<file path="config.mk">
export PLATFORM = sky130hd
export DESIGN_NAME = bresenham_line_framebuffer
export DESIGN_NICKNAME = d
export VERILOG_FILES = /design/src/sv/blf_pkg.sv /design/src/sv/bresenham_line_framebuffer.sv
export SDC_FILE = /design/constraint.sdc
export NUM_CORES = 2
export LEC_CHECK = 0
export ABC_AREA = 1
export BUFFER_PORTS_ARGS = -buffer_cell sky130_fd_sc_hd__buf_2
export CAP_MARGIN = 20
export CORE_MARGIN = 5
export CORE_UTILIZATION = 40
export CTS_CLUSTER_SIZE = 16
export DETAILED_ROUTE_END_ITERATION = 8
export SLEW_MARGIN = 20
export SYNTH_ARGS = -nofsm -noshare
export SYNTH_HDL_FRONTEND = slang
export SYNTH_SLANG_ARGS = --single-unit
</file>
<file path="constraint.sdc">
create_clock -name clk -period 20.8 [get_ports clk]
set_input_delay 4.16 -clock clk [delete_from_list [all_inputs] [get_ports clk]]
set_output_delay 4.16 -clock clk [all_outputs]
set_load 0.03 [all_outputs]
</file>
<file path="src/sv/blf_pkg.sv">
// Shared types and constants for the line-drawing framebuffer engine.
package blf_pkg;

  // Default framebuffer geometry: columns per page and number of 8-row pages.
  localparam int FB_WIDTH_DEF = 96;
  localparam int FB_PAGES_DEF = 4;

  // Bit mask of the top pixel in a byte column; row y sits at TOP_BIT >> (y % 8).
  localparam logic [7:0] TOP_BIT = 8'h80;

  // Operation codes carried in the mode field.
  localparam logic [1:0] MODE_DRAW = 2'd0;
  localparam logic [1:0] MODE_READ = 2'd1;
  localparam logic [1:0] MODE_FILL = 2'd2;

  // Sequencer states.
  typedef enum logic [3:0] {
    ST_CLEAR,
    ST_IDLE,
    ST_SETUP,
    ST_LINE,
    ST_LINE_WR,
    ST_READ,
    ST_READ_WAIT,
    ST_FILL,
    ST_DONE
  } blf_state_t;

endpackage

</file>
<file path="src/sv/bresenham_line_framebuffer.sv">
// Line-drawing engine with its own page-organized monochrome framebuffer.
//
// The engine owns a framebuffer of FB_PAGES pages of FB_WIDTH bytes. Each byte
// is a column of 8 pixels with the top pixel in the MSB, so pixel (x, y) lives
// in byte (y / 8) * FB_WIDTH + x. Pixels whose byte index falls at or past the
// end of the buffer are skipped when drawn and read back as 0; a column past
// FB_WIDTH therefore wraps into the next page when that page exists.
// An item with mode 0 draws a line from the start to the end point with
// integer Bresenham in the current draw_color: horizontal and vertical lines
// include both end points, other lines stop one pixel short of the end point,
// and a line whose start equals its end sets that one pixel. Mode 1 returns
// the pixel at the start point. Mode 2 writes draw_color (0x00 or 0x01) into
// every byte. Mode 3 does nothing. Every item returns exactly one result with
// done_res set and pixel_value holding the read pixel (0 for other modes).
// The block works on one item at a time and is not ready while it is busy.
// In a draw, every pixel is a read-modify-write through the single port
// pair of the framebuffer memory, a read in the line state and a write in
// the write state (a pixel that lies outside the buffer gets neither), and
// the Bresenham decision term is updated by one shared adder once per pixel.
// A fill writes one byte per cycle. After reset the engine clears the
// buffer in a pass over every byte, during which in_ready stays low;
// draw_color may be written at any time the block is idle, including
// during that pass. Results sit in an output register, so a new item is
// taken while an earlier result still waits for out_ready.
module bresenham_line_framebuffer
  import blf_pkg::*;
#(
  parameter int FB_WIDTH = FB_WIDTH_DEF,
  parameter int FB_PAGES = FB_PAGES_DEF
) (
  input  logic       clk,
  input  logic       rst,
  // Configuration write port for draw_color.
  input  logic       cfg_wr_en,
  input  logic       cfg_wr_data,
  // Input item channel.
  input  logic       in_valid,
  output logic       in_ready,
  input  logic [1:0] mode,
  input  logic [6:0] x_start,
  input  logic [5:0] y_start,
  input  logic [6:0] x_end,
  input  logic [5:0] y_end,
  // Result item channel.
  output logic       out_valid,
  input  logic       out_ready,
  output logic       pixel_value,
  output logic       done_res
);

  // Buffer size in bytes and the width of a memory index.
  localparam int FB_BYTES = FB_WIDTH * FB_PAGES;
  localparam int AW       = $clog2(FB_BYTES);
  // Width of a raw byte position, large enough for any page and column.
  localparam int POS_W    = $clog2(7 * FB_WIDTH + 128);
  localparam logic [POS_W-1:0] WIDTH_C = POS_W'(FB_WIDTH);
  localparam logic [POS_W-1:0] BYTES_C = POS_W'(FB_BYTES);
  localparam logic [AW-1:0]    LAST_C  = AW'(FB_BYTES - 1);

  // Framebuffer memory.
  logic [7:0]    mem [FB_BYTES];
  logic          mem_we;
  logic          mem_re;
  logic [AW-1:0] mem_waddr;
  logic [7:0]    mem_wdata;
  logic [7:0]    rd_data;

  // Sequencer and walker registers.
  blf_state_t    st, st_next;
  logic          draw_color;
  logic [1:0]    op, op_next;
  logic [6:0]    cur_x, cur_x_next;
  logic [5:0]    cur_y, cur_y_next;
  logic [6:0]    end_x, end_x_next;
  logic [5:0]    end_y, end_y_next;
  logic [8:0]    error_term, error_term_next;
  logic [6:0]    steps_left, steps_left_next;
  logic          steep, steep_next;
  logic          x_neg, x_neg_next;
  logic          y_neg, y_neg_next;
  logic          axis, axis_next;
  logic          last_pix, last_pix_next;
  logic [8:0]    d_ge, d_ge_next;
  logic [7:0]    d_lt, d_lt_next;
  logic [AW-1:0] cnt, cnt_next;
  logic          pix, pix_next;
  logic          out_valid_next;
  logic          pixel_value_next;

  // Line setup arithmetic, used in the setup state only.
  logic [7:0] dx;
  logic [6:0] dy;
  logic [6:0] adx;
  logic [5:0] ady;
  logic [6:0] len;
  logic [6:0] minor;
  logic [9:0] err_init;

  assign dx    = {1'b0, end_x} - {1'b0, cur_x};
  assign dy    = {1'b0, end_y} - {1'b0, cur_y};
  assign adx   = dx[7] ? 7'(~dx + 8'd1) : dx[6:0];
  assign ady   = dy[6] ? 6'(~dy + 7'd1) : dy[5:0];
  assign len   = ({1'b0, ady} > adx) ? {1'b0, ady} : adx;
  assign minor = ({1'b0, ady} > adx) ? adx : {1'b0, ady};
  assign err_init = {2'b00, minor, 1'b0} - {3'b000, len};

  // Pixel position of the walker and its bit within the byte column.
  logic [POS_W-1:0] pos;
  logic             pix_in_range;
  logic [AW-1:0]    pix_idx;
  logic [7:0]       pix_mask;

  assign pos          = POS_W'(cur_y[5:3]) * WIDTH_C + POS_W'(cur_x);
  assign pix_in_range = pos < BYTES_C;
  assign pix_idx      = pos[AW-1:0];
  assign pix_mask     = TOP_BIT >> cur_y[2:0];

  // One Bresenham step: the shared decision-term adder and the coordinate moves.
  logic       err_nonneg;
  logic       x_move;
  logic       y_move;
  logic [9:0] err_sum;
  logic [6:0] x_step;
  logic [5:0] y_step;

  assign err_nonneg = !error_term[8];
  assign x_move     = steep ? err_nonneg : 1'b1;
  assign y_move     = steep ? 1'b1 : err_nonneg;
  assign err_sum    = {error_term[8], error_term}
                    + (err_nonneg ? {d_ge[8], d_ge} : {2'b00, d_lt});
  assign x_step     = !x_move ? cur_x : (x_neg ? cur_x - 7'd1 : cur_x + 7'd1);
  assign y_step     = !y_move ? cur_y : (y_neg ? cur_y - 6'd1 : cur_y + 6'd1);

  assign in_ready = (st == ST_IDLE);
  assign done_res = 1'b1;

  // Next state, datapath updates and memory controls.
  always_comb begin
    st_next          = st;
    op_next          = op;
    cur_x_next       = cur_x;
    cur_y_next       = cur_y;
    end_x_next       = end_x;
    end_y_next       = end_y;
    error_term_next  = error_term;
    steps_left_next  = steps_left;
    steep_next       = steep;
    x_neg_next       = x_neg;
    y_neg_next       = y_neg;
    axis_next        = axis;
    last_pix_next    = last_pix;
    d_ge_next        = d_ge;
    d_lt_next        = d_lt;
    cnt_next         = cnt;
    pix_next         = pix;
    out_valid_next   = out_valid && !out_ready;
    pixel_value_next = pixel_value;
    mem_we           = 1'b0;
    mem_re           = 1'b0;
    mem_waddr        = pix_idx;
    mem_wdata        = draw_color ? (rd_data | pix_mask) : (rd_data & ~pix_mask);

    unique case (st)
      ST_CLEAR: begin
        mem_we    = 1'b1;
        mem_waddr = cnt;
        mem_wdata = 8'h00;
        cnt_next  = cnt + AW'(1);
        if (cnt == LAST_C) begin
          st_next = ST_IDLE;
        end
      end

      ST_IDLE: begin
        if (in_valid) begin
          op_next    = mode;
          cur_x_next = x_start;
          cur_y_next = y_start;
          end_x_next = x_end;
          end_y_next = y_end;
          pix_next   = 1'b0;
          cnt_next   = '0;
          unique case (mode)
            MODE_DRAW: st_next = ST_SETUP;
            MODE_READ: st_next = ST_READ;
            MODE_FILL: st_next = ST_FILL;
            default:   st_next = ST_DONE;
          endcase
        end
      end

      ST_SETUP: begin
        steep_next      = {1'b0, ady} > adx;
        x_neg_next      = dx[7];
        y_neg_next      = dy[6];
        axis_next       = (dx == 8'd0) || (dy == 7'd0);
        last_pix_next   = 1'b0;
        steps_left_next = len;
        error_term_next = err_init[8:0];
        d_lt_next       = {minor, 1'b0};
        d_ge_next       = {1'b0, minor, 1'b0} - {1'b0, len, 1'b0};
        st_next         = ST_LINE;
      end

      ST_LINE: begin
        if (steps_left == 7'd0) begin
          // Axis-aligned lines and single points also take the end pixel,
          // drawn as one more pass with the walker placed on the end point.
          if (axis && !last_pix) begin
            cur_x_next      = end_x;
            cur_y_next      = end_y;
            steps_left_next = 7'd1;
            last_pix_next   = 1'b1;
          end else begin
            st_next = ST_DONE;
          end
        end else if (pix_in_range) begin
          mem_re  = 1'b1;
          st_next = ST_LINE_WR;
        end else begin
          cur_x_next      = x_step;
          cur_y_next      = y_step;
          error_term_next = err_sum[8:0];
          steps_left_next = steps_left - 7'd1;
        end
      end

      ST_LINE_WR: begin
        mem_we          = 1'b1;
        cur_x_next      = x_step;
        cur_y_next      = y_step;
        error_term_next = err_sum[8:0];
        steps_left_next = steps_left - 7'd1;
        st_next         = ST_LINE;
      end

      ST_READ: begin
        if (pix_in_range) begin
          mem_re  = 1'b1;
          st_next = ST_READ_WAIT;
        end else begin
          st_next = ST_DONE;
        end
      end

      ST_READ_WAIT: begin
        pix_next = |(rd_data & pix_mask);
        st_next  = ST_DONE;
      end

      ST_FILL: begin
        mem_we    = 1'b1;
        mem_waddr = cnt;
        mem_wdata = {7'b0000000, draw_color};
        cnt_next  = cnt + AW'(1);
        if (cnt == LAST_C) begin
          st_next = ST_DONE;
        end
      end

      ST_DONE: begin
        // Hand the result to the output register once it is free.
        if (!out_valid || out_ready) begin
          out_valid_next   = 1'b1;
          pixel_value_next = (op == MODE_READ) ? pix : 1'b0;
          st_next          = ST_IDLE;
        end
      end

      default: st_next = ST_IDLE;
    endcase
  end

  // State register.
  always_ff @(posedge clk) begin
    if (rst) begin
      st <= ST_CLEAR;
    end else begin
      st <= st_next;
    end
  end

  // Control and walker registers.
  always_ff @(posedge clk) begin
    if (rst) begin
      draw_color <= 1'b0;
      cnt        <= '0;
      out_valid  <= 1'b0;
      cur_x      <= '0;
      cur_y      <= '0;
      error_term <= '0;
      steps_left <= '0;
      last_pix   <= 1'b0;
    end else begin
      if (cfg_wr_en) begin
        draw_color <= cfg_wr_data;
      end
      cnt        <= cnt_next;
      out_valid  <= out_valid_next;
      cur_x      <= cur_x_next;
      cur_y      <= cur_y_next;
      error_term <= error_term_next;
      steps_left <= steps_left_next;
      last_pix   <= last_pix_next;
    end
  end

  // Payload registers.
  always_ff @(posedge clk) begin
    op          <= op_next;
    end_x       <= end_x_next;
    end_y       <= end_y_next;
    steep       <= steep_next;
    x_neg       <= x_neg_next;
    y_neg       <= y_neg_next;
    axis        <= axis_next;
    d_ge        <= d_ge_next;
    d_lt        <= d_lt_next;
    pix         <= pix_next;
    pixel_value <= pixel_value_next;
  end

  // Framebuffer memory: one write port, one registered read port.
  always_ff @(posedge clk) begin
    if (mem_we) begin
      mem[mem_waddr] <= mem_wdata;
    end
    if (mem_re) begin
      rd_data <= mem[pix_idx];
    end
  end

endmodule
</file>
==> qor.yml <==
cells_and_area:
  postLayoutCoreUtil_pct: 44.58
  drive_above_1_share_pct: 6.545
  fill_cells: 28712
  seq_area_mm2: 0.09447
  multi_input_area_mm2: 0.03085
  area_delta_synth_final_pct: 11.13
  nets: 10400
synth:
  synthXorXnorAreaFrac_pct: 0.1565
  synth_edf_count: 3116
  syn_area_mm2: 0.1287
  avgSynthCellArea_um2: 12.17
  yosys.cell_count.top_type: "edfxtp_1"
  syn-instance-count: 10576
  ys_warn_count: 0
  async_reset_ff_share_pct: 0
  synth-seq-area-share_pct: 73.37
  synth-simple-area-share_pct: 11.58
  synth_top_cell_by_area: "edfxtp_1"
  netlist.area_leader.share_pct: 72.69
  synth_nets: 10672
  synth_compound_area_share_pct: 11.39
  synthAdderAreaFrac_pct: 0.6493
  synth.area.mux_share_pct: 0
  synth_top_cells_by_count: "3,116 x edfxtp_1, 2,074 x nor2_1, 1,703 x o21ai_0"
  synth_cell_types: 51
  synth_area_leaders: "edfxtp_1 73%, o21ai_0 6.6%, nor2_1 6.0%"
  synth_top_family_by_area: "simple AND/OR/NAND/NOR gates"
  dominantRegCellSynth: "edfxtp_1"
  synth-seq-cells: 3160
timing:
  fin_crit_sh_pct: 32.20
  worstMarginPinSlew_ps: 1188
  final_hold_viol_count: 0
  skew_ps: 42.19
  setup_viol: 0
  rsz0062_at_grt: "no"
  fmax_mhz: 149.3
  relSlewSlack_pct: 20.79
  final_max_slew_viol_count: 0
  tns_ps: 0
  period_needed_ps: 6699
placement:
  dp_hpwl_mm: 192.7
  globalplace.congestion: 0.8671
  portBuffers: 36
routing:
  wl_met3_mm: 34.91
  ant_nets: 0
  wl_met2_mm: 168.2
  wl_per_cell_um: 24.43
  wl_met1_mm: 148.0
  wl_mm: 363.2
  vias: 85482
  first_iter_violations: 10130
  via_per_inst: 5.751
  dr.pass1.iters: 9
  routed.top_layer: "met5"
  drc_errors: 0
worst_setup_path:
  critPathMaxFanout: 75
  cp-start-kind: "register"
  cp_data_required_time_ps: 21540
  critPathKind: "reg2reg"
  worstPathArrival_ps: 7440
  cp-end-kind: "register"
power:
  peakVddDrop_mv: 0.06572
  p_leak_nw: 42.15
  power_mw: 12.74
  power.density_mw_per_mm2: 89.03
floorplan:
  dieWidth_um: 577.3
  start_util_pct: 40.12
  ioPinCount: 38
  die_y_um: 577.3
  rows: 208
  core_area_mm2: 0.3209
  die_area_mm2: 0.3333
global_route:
  track_usage_pct: 21.05
  antenna_found_initial: 12
  grt_pass1_wl_mm: 536.6
  overflow: 0
  grt_pass1_vias: 81953
  grt_max_degree: 217
clock_network:
  clkLatencyLatePin_ps: 890
  cts.sinks: 3160
  clkTransAtPathRegs_ps: 60
  clockRootBuffer: "clkbuf_16"
  cts.path.max_buffers: 4
  cts_buffers: 325
  tritoncts: "done"
  cts.htree.levels: 5
  cts-resized-gates: 0
  postCtsSetupBuffers: 0
  cts_hold_buf: 0
job:
  cap_violations: 0
hold_path:
  hold_class: "reg2reg"
outcome:
  status: "completed"
-- metal layers --
metal / up-vias / global-route usage (%)
met1: 42493 / 29.26
met2: 4143 / 33.31
met3: 687 / 4.072
met5: - / 0
li1: 38157 / -
met4: 2 / 7.115
-- final cells by class --
cell class / instances / area share, %
inverters: 152 / 0.4216
multi-input cells: 6509 / 21.56
diodes: 3 / 0.005248
clock inverters: 187 / 1.317
flip-flops and latches: 3160 / 66.04
clock buffers: 393 / 5.968
repair buffers: 156 / 0.9201
well taps: 4305 / 3.765
-- cell usage in the layout, fill, tap and decap left out, drive strengths merged, types with 8 or more instances in the layout --
cell	instances
a21oi	145
buf	156
bufinv	34
clkbuf	393
clkinv	127
clkinvlp	16
dfxtp	44
edfxtp	3116
fa	8
ha	54
inv	162
nand2	1005
nand3	594
nand3b	8
nand4	8
nor2	2080
nor3	22
o211ai	15
o21ai	1709
o221ai	9
o22ai	787
or2	10
xor2	13
-- metrics by stage --
step	hold slack [ps]	setup slack, ps	area [um2]	std cells
final	483.0	14100	143100	14865
after global routing	497.8	13370	143000	14863
after CTS	480.3	14190	143000	14860
after detailed placement	471.5	14210	132600	14280
after global placement	461.3	14080	132500	14279
after floorplan	437.9	964.1	128700	10576
-- flip-flops by register name, indices dropped and copies added (netlist names) --
register,flops
st,4
out_valid,1
end_y,6
op,2
rd_data,8
cur_y,6
last_pix,1
x_neg,1
axis,1
mem,3072
pixel_value,1
draw_color,1
steep,1
cnt,9
steps_left,7
error_term,8
d_ge,8
d_lt,7
pix,1
y_neg,1
end_x,7
cur_x,7
-- power by group --
| group | internal, mW | switching, mW |
|---|---|---|
| Combinational | 0.00928 | 0.0532 |
| Clock | 3.35 | 2.43 |
| Sequential | 6.89 | 0.00201 |
-- path summary, 6_finish.rpt --
kind | startpoint | endpoint | slack (ps) | cells past startpoint
setup / recovery | cur_x[2]$_SDFFE_PP0P_ | error_term[6]$_SDFFE_PP0P_ | 14100 | 27
hold / removal | cnt[8]$_SDFFE_PP0P_ | cnt[8]$_SDFFE_PP0P_ | 480 | 2
setup reg to reg | cur_x[2]$_SDFFE_PP0P_ | error_term[6]$_SDFFE_PP0P_ | 14100 | 27
hold reg to reg | cnt[8]$_SDFFE_PP0P_ | cnt[8]$_SDFFE_PP0P_ | 480 | 2
-- critical path, stage by stage (launching register included) --
cell	delay [ps]
dfxtp_4	660
inv_8	250
ha_1	470
a21oi_1	230
nand2_1	90
a21oi_1	620
inv_1	130
o21ai_0	300
inv_1	130
ha_1	340
nand2_1	100
o21ai_0	190
nand3_1	90
a21oi_1	600
nand2_1	500
nand2_1	240
nand2_1	130
fa_1	450
nor2_1	150
nor2_1	60
o21bai_1	150
nand2_1	80
inv_1	80
o21ai_0	80
nand2_1	80
a21oi_1	70
o21ai_0	130
a31oi_1	100
-- cells by family after synthesis --
group	Yosys count
compound gates	2696
xor+xnor	20
fa+ha+maj	62
buf+inv	907
flops	3160
other cells	2
simple gates	3729
(Power assumes the default switching activity.)
